`src/hw/rtl/afi_div_pipe.sv`:
```
// Pipelined restoring divider, one quotient bit per register stage.
// Depends on nothing; the stall enable freezes every stage at once.
`timescale 1ns / 1ps
module afi_div_pipe #(
  parameter int DIV_W  = 32,
  parameter int DEN_W  = 25,
  parameter int SIDE_W = 1
) (
  input  logic              clk,
  input  logic              rst,
  input  logic              en,
  input  logic              in_valid,
  input  logic [DIV_W-1:0]  num,
  input  logic [DEN_W-1:0]  rem_init,
  input  logic [DEN_W-1:0]  den,
  input  logic [SIDE_W-1:0] side_in,
  output logic              out_valid,
  output logic [DIV_W-1:0]  quot,
  output logic [DEN_W-1:0]  rem,
  output logic [SIDE_W-1:0] side_out
);

  logic              vld_s  [DIV_W+1];
  logic [DIV_W-1:0]  num_s  [DIV_W+1];
  logic [DIV_W-1:0]  quot_s [DIV_W+1];
  logic [DEN_W-1:0]  rem_s  [DIV_W+1];
  logic [SIDE_W-1:0] side_s [DIV_W+1];

  assign vld_s[0]  = in_valid;
  assign num_s[0]  = num;
  assign quot_s[0] = '0;
  assign rem_s[0]  = rem_init;
  assign side_s[0] = side_in;

  for (genvar k = 0; k < DIV_W; k++) begin : g_stage
    logic [DEN_W:0]   trial;
    logic [DEN_W:0]   sub;
    logic             ge;
    logic [DEN_W-1:0] rem_next;

    always_comb begin
      trial    = {rem_s[k], num_s[k][DIV_W-1]};
      sub      = trial - {1'b0, den};
      ge       = (trial >= {1'b0, den});
      rem_next = ge ? sub[DEN_W-1:0] : trial[DEN_W-1:0];
    end

    always_ff @(posedge clk) begin
      if (rst) begin
        vld_s[k+1] <= 1'b0;
      end else if (en) begin
        vld_s[k+1] <= vld_s[k];
      end
    end

    always_ff @(posedge clk) begin
      if (en) begin
        num_s[k+1]  <= {num_s[k][DIV_W-2:0], 1'b0};
        quot_s[k+1] <= {quot_s[k][DIV_W-2:0], ge};
        rem_s[k+1]  <= rem_next;
        side_s[k+1] <= side_s[k];
      end
    end
  end

  assign out_valid = vld_s[DIV_W];
  assign quot      = quot_s[DIV_W];
  assign rem       = rem_s[DIV_W];
  assign side_out  = side_s[DIV_W];

endmodule

```
`config.mk`:
```
export PLATFORM = sky130hd
export DESIGN_NAME = afi_div_pipe
export DESIGN_NICKNAME = d
export VERILOG_FILES = /design/src/hw/rtl/afi_div_pipe.sv
export SDC_FILE = /design/constraint.sdc
export NUM_CORES = 2
export LEC_CHECK = 0
export BUFFER_PORTS_ARGS = -buffer_cell sky130_fd_sc_hd__buf_2
export CORE_UTILIZATION = 45
export DETAILED_ROUTE_END_ITERATION = 8
export SLEW_MARGIN = 20
export SYNTH_ARGS = -nofsm -noshare
export SYNTH_HDL_FRONTEND = slang
export SYNTH_SLANG_ARGS = --single-unit
```
`constraint.sdc`:
```
create_clock -name clk -period 9.69 [get_ports clk]
set_input_delay 0.969 -clock clk [delete_from_list [all_inputs] [get_ports clk]]
set_output_delay 0.969 -clock clk [all_outputs]
set_load 0.02 [all_outputs]
```
== Word level (Yosys, flattened, before mapping) ==
Index checks and enable logic that the tools add are counted.
Cells by class
  add/sub/neg operators: 32
  order comparisons: 32
  muxes and demuxes: 32
Operators by type and width (count)
  greater-or-equal comparator 26 x 25 -> 1 bit: 32
  2-to-1 mux 25 bit: 32
  subtractor 25 bit: 32
Word-level totals
  bits in registers: 1888
  output and inout port bits: 59

== Logic depth before layout (Yosys ltp) ==
  depth in word-level cells: 2
  gate-level depth with buffers: 15
  mapped depth without buffers: 14

== Worst setup path before layout ==
OpenSTA, ideal clock, no wires.
  path type: input to register
  from: input den[1]
  to: register rem_s (netlist bit g_stage[12].trial[17]), data pin
  library setup time: 0.260 ns
  arrival time: 5.494 ns
  data required time: 9.430 ns
  setup slack: 3.936 ns
  stages on the path: 12
  path buffers: 1
  cells stage by stage: inv_1 -> fa_1 -> a211oi_1 -> o21ai_0 -> a31oi_1 -> o22ai_1 -> a41oi_2 -> o21ai_0 -> a211oi_1 -> o21ai_2 -> buf_2 -> mux2_2
On the way
  longest elaborated chain between the ends: 2
  elaborated cells between the ends (all ways): 3
  those cells by class: add/sub (1); order compare (1); mux (1)
Ends and longest elaborated chain
  from (decl): RTL line 15  | input logic [DEN_W-1:0] den,
  greater-or-equal comparator 26 x 25 -> 1 bit: RTL line 44  | ge = (trial >= {1'b0, den});
  named net g_stage[11].ge: RTL line 38  | logic ge;
  2-to-1 mux 25 bit: RTL line 45  | rem_next = ge ? sub[DEN_W-1:0] : trial[DEN_W-1:0];
  named net g_stage[11].rem_next[16]: RTL line 39  | logic [DEN_W-1:0] rem_next;
  to (signal, indexed assignment): RTL line 60  | rem_s[k+1] <= rem_next;
  to (decl): RTL line 26  | logic [DEN_W-1:0] rem_s [DIV_W+1];
The timed path passes the listed nets, and every way through them passes these cells.
A chain may end at the register's enable or synchronous reset.

== Worst setup path in the final report ==
  from: input den[0]
  to: register rem_s (netlist bit rem[5]), data pin
On the way
  longest elaborated chain between the ends: 2
  elaborated cells between the ends (all ways): 3
  those cells by class: add/sub (1); order compare (1); mux (1)
Ends and longest elaborated chain (RTL line)
  subtractor 25 bit / greater-or-equal comparator 26 x 25 -> 1 bit (equally long branches): 43, 44
  2-to-1 mux 25 bit (*): 45
  named net g_stage[31].rem_next[5]: 39
Mark *: on every way through the listed nets, which the timed path passes. The rest lies on a longest branch.

==> metrics.csv <==
stage;metric;value;unit
routing;via_per_inst;5.740;
synth;syn_avg_cell_area;12.32;sq um
sta;rsz0062_at_grt;false;
setup_path;critical-path-top-delay-family;compound AO/OA/AOI/OAI gates;
setup_path;critPathRequiredTime;10.28;ns
routing;wl_per_cell;20.87;microns
floorplan;start_util;0.4545;
clocking;ctsHoldBuffers;0;
sta;final-max-slew-violation-count;0;
floorplan;fp.dieW;484.8;microns
setup_path;r2r_slack;5.10;ns
floorplan;num_rows;176;
synth;synth-seq-area-share;0.5374;
power_and_ir_drop;pwr_density_cell;355.0;nW/um^2
floorplan;dieArea;235000;sq um
setup_path;crit_end;rem[5]$_DFFE_PP_;
setup_path;path_buf_inv;4;
setup_path;start_kind;input pin;
sta;hold_viol;0;
synth;yosysWarningCount;0;
setup_path;cp.depth;15;
clocking;clk-insertion-delay-late;0.89;ns
synth;synth_async_sr_flop_share;0;
cells_and_area;fin_nets;9665;
global_route;first_global_vias;66850;
sta;fin_crit_sh;0.5513;
routing;ant_nets;0;
global_route;grt_overflow_total;0;
cells_and_area;areaGrowthSynthToFinish;10.86;%
cells_and_area;layout-drive-gt1-share;0.1312;
synth;synth_edf_count;1856;
cells_and_area;fill_cells;20150;
clocking;clkSinkCount;1888;
setup_path;worst_ep_arrival_time;5.93;ns
synth;synth.distinct_cells;98;
sta;min_period;5.342;ns
synth;synthesis.nets;9430;
placement;place_congestion;0.9072;
cells_and_area;stdcell_area;116300;sq um
global_route;grt_usage;0.2084;
routing;drc;0;
global_route;grt_pass1_wl;384.4;mm
setup_path;reg2reg_to;rem[5]$_DFFE_PP_;
placement;post_dp_cell_area;109200;sq um
routing;wirelength;249.3;mm
clocking;clockBufferDepth;3;
sta;tightest_slew;1.030;ns
placement;hpwl;171.6;mm
setup_path;worstRegToRegCells;13;
sta;hold-worst-slack;0.2546;ns
routing;initialDrtViolationCount;5456;
power_and_ir_drop;leakage;44.77;nW
global_route;grt_max_degree;158;
routing;vias;68570;
min_path;hp-class;in2reg;
clocking;tritoncts;built;
synth;syn_inst;8511;
setup_path;r2r-start;g_stage[31].trial[0]$_DFFE_PP_;
sta;fmax;0.1872;GHz
setup_path;crit_path_end_kind;flip-flop;
clocking;cts-resized-gates;0;
synth;syn-cell-area;104900;sq um
sta;tns;0;ns
clocking;clk_pin_slew_worst_paths;0.06;ns
sta;max_slew_margin;0.3112;
floorplan;core;230800;sq um
routing;dr.pass1.iters;6;
sta;finClkSkew;0.06859;ns
setup_path;slowest_delay;0.86;ns
floorplan;die_h;484.8;microns
setup_path;cp_slowest_cell;a41oi_4;
clocking;post_cts_buffers;0;
clocking;numCtsBuffers;210;
placement;port_buffers;145;
status;run_status;completed;
power_and_ir_drop;peakVddDrop;0.1741;mV
setup_path;critical_path.startpoint;den[0];
clocking;htree_levels;4;
synth;synth_ff_type;edfxtp_1;
setup_path;crit_chain;buf_2, buf_4, buf_4, ha_1, inv_1, fa_1, a21oi_1, o21ai_1, a2111oi_2, o31ai_1, a2111oi_2, nor2_1, a41o_1, a41oi_4, mux2_2;
job;cap_violations;0;
setup_path;worstPathMaxFanout;26;
clocking;root_buffer;clkbuf_16;
setup_path;crit_type;in2reg;
floorplan;ios;146;
global_route;antenna_found_initial;4;
synth;ys_ff_latch;1888;
sta;finalSetupViolations;0;
cells in the final DEF, fill, tap and decap left out, drive strengths merged, types with 22 or more instances in the layout:
| master | netlist | final |
|---|---|---|
| a2111oi | 22 | 22 |
| a211o | 38 | 38 |
| a211oi | 75 | 75 |
| a21o | 360 | 360 |
| a21oi | 699 | 699 |
| a31oi | 88 | 88 |
| a41oi | 22 | 22 |
| and2 | 36 | 36 |
| and3 | 75 | 75 |
| buf | 88 | 226 |
| bufinv | 0 | 25 |
| clkbuf | 115 | 242 |
| clkinv | 3 | 101 |
| dfxtp | 32 | 32 |
| edfxtp | 1856 | 1856 |
| fa | 32 | 32 |
| ha | 800 | 800 |
| inv | 292 | 298 |
| mux2 | 521 | 521 |
| mux2i | 76 | 76 |
| nand2 | 424 | 424 |
| nand2b | 86 | 86 |
| nand3 | 141 | 141 |
| nand4 | 118 | 118 |
| nor2 | 512 | 512 |
| nor2b | 97 | 97 |
| nor3 | 108 | 108 |
| nor4 | 30 | 30 |
| o211ai | 50 | 50 |
| o21a | 107 | 107 |
| o21ai | 440 | 440 |
| o21bai | 79 | 79 |
| o31ai | 34 | 34 |
| or2 | 40 | 40 |
| or3 | 45 | 45 |
| xnor2 | 429 | 429 |
| xor2 | 227 | 227 |
flip-flops by register name, indices dropped and copies added (netlist names):
register	count
quot	32
side_s	31
vld_s	31
side_out	1
out_valid	1
quot_s	496
g_stage.trial	806
rem	25
num_s	465
worst min path at each step:
stage	startpoint	to	slack, ns	depth (start not counted)
floorplan	num_s[766]$_DFFE_PP_	g_stage[10].trial[0]$_DFFE_PP_	0.40	0
global placement	quot_s[60]$_DFFE_PP_	quot[29]$_DFFE_PP_	0.40	0
detailed placement	num_s[574]$_DFFE_PP_	g_stage[16].trial[0]$_DFFE_PP_	0.40	0
CTS	num[10]	num_s[1003]$_DFFE_PP_	0.17	1
global route	num[10]	num_s[1003]$_DFFE_PP_	0.18	1
finish	num[10]	num_s[1003]$_DFFE_PP_	0.25	1
synthesized netlist by cell type (75+ instances only):
| cell type | count | area, sq um |
|---|---|---|
| clkbuf_1 | 115 | 431.7 |
| xnor2_1 | 429 | 3757 |
| edfxtp_1 | 1856 | 55730 |
| nand2_1 | 424 | 1592 |
| nor2b_1 | 97 | 606.8 |
| o21a_1 | 107 | 803.3 |
| a21oi_1 | 697 | 3488 |
| nand4_1 | 118 | 738.2 |
| o21bai_1 | 79 | 593.1 |
| a31oi_1 | 87 | 544.3 |
| a21o_1 | 360 | 2703 |
| nor3_1 | 108 | 540.5 |
| nand3_1 | 140 | 700.7 |
| o21ai_0 | 430 | 2152 |
| mux2i_1 | 76 | 760.7 |
| and3_1 | 75 | 469.2 |
| xor2_1 | 227 | 1988 |
| ha_1 | 800 | 10010 |
| inv_1 | 291 | 1092 |
| nand2b_1 | 86 | 538.0 |
| nor2_1 | 512 | 1922 |
| mux2_2 | 476 | 5360 |
layer usage:
layer  wire length (microns)  track usage  vias to the layer above
li1                        -            -                    33150
met1                  115300       0.2895                    33370
met2                  114200       0.3359                     1646
met3                   11870      0.02917                      406
met4                    7834      0.06640                        0
met5                       0            0                        -
cells by family after synthesis:
group / count (synthesis) / synth area share
AOI/OAI and AO/OA: 2239 / 0.1383
xor gates and xnor gates: 656 / 0.05477
adders and majority gates: 832 / 0.1015
buffers and inverters: 498 / 0.02016
DFF: 1888 / 0.5374
muxes: 597 / 0.06383
and+or+nand+nor: 1801 / 0.08402
where the power goes:
part | switching [mW] | total, mW | internal, mW | leakage [nW]
combinational | 10.4 | 19.3 | 8.91 | 23.0
clock | 3.40 | 8.08 | 4.68 | 3.40
sequential | 1.53 | 13.9 | 12.4 | 18.4
stage by stage:
step,worst slack (ns),power [mW],instances,util
global route,4.035,44.12,11950,0.5039
floorplan,3.936,28.50,8511,-
detailed placement,3.481,33.06,11560,0.4732
finish,4.348,41.28,11950,0.5039
CTS,4.380,41.46,11940,0.5039
global placement,3.578,32.82,11560,0.4732
area by class of cell:
type | instances | area, sq um | share of cell area
antenna | 3 | 7.507 | 0.00006456
clock buffer | 242 | 5375 | 0.04622
clock inverter | 141 | 1700 | 0.01462
inverter | 295 | 1110 | 0.009544
multi-input combinational | 6125 | 46470 | 0.3996
sequential | 1888 | 56370 | 0.4848
tap | 3026 | 3786 | 0.03256
timing repair buffer | 226 | 1461 | 0.01257
Power figures use the tool's default switching activity.
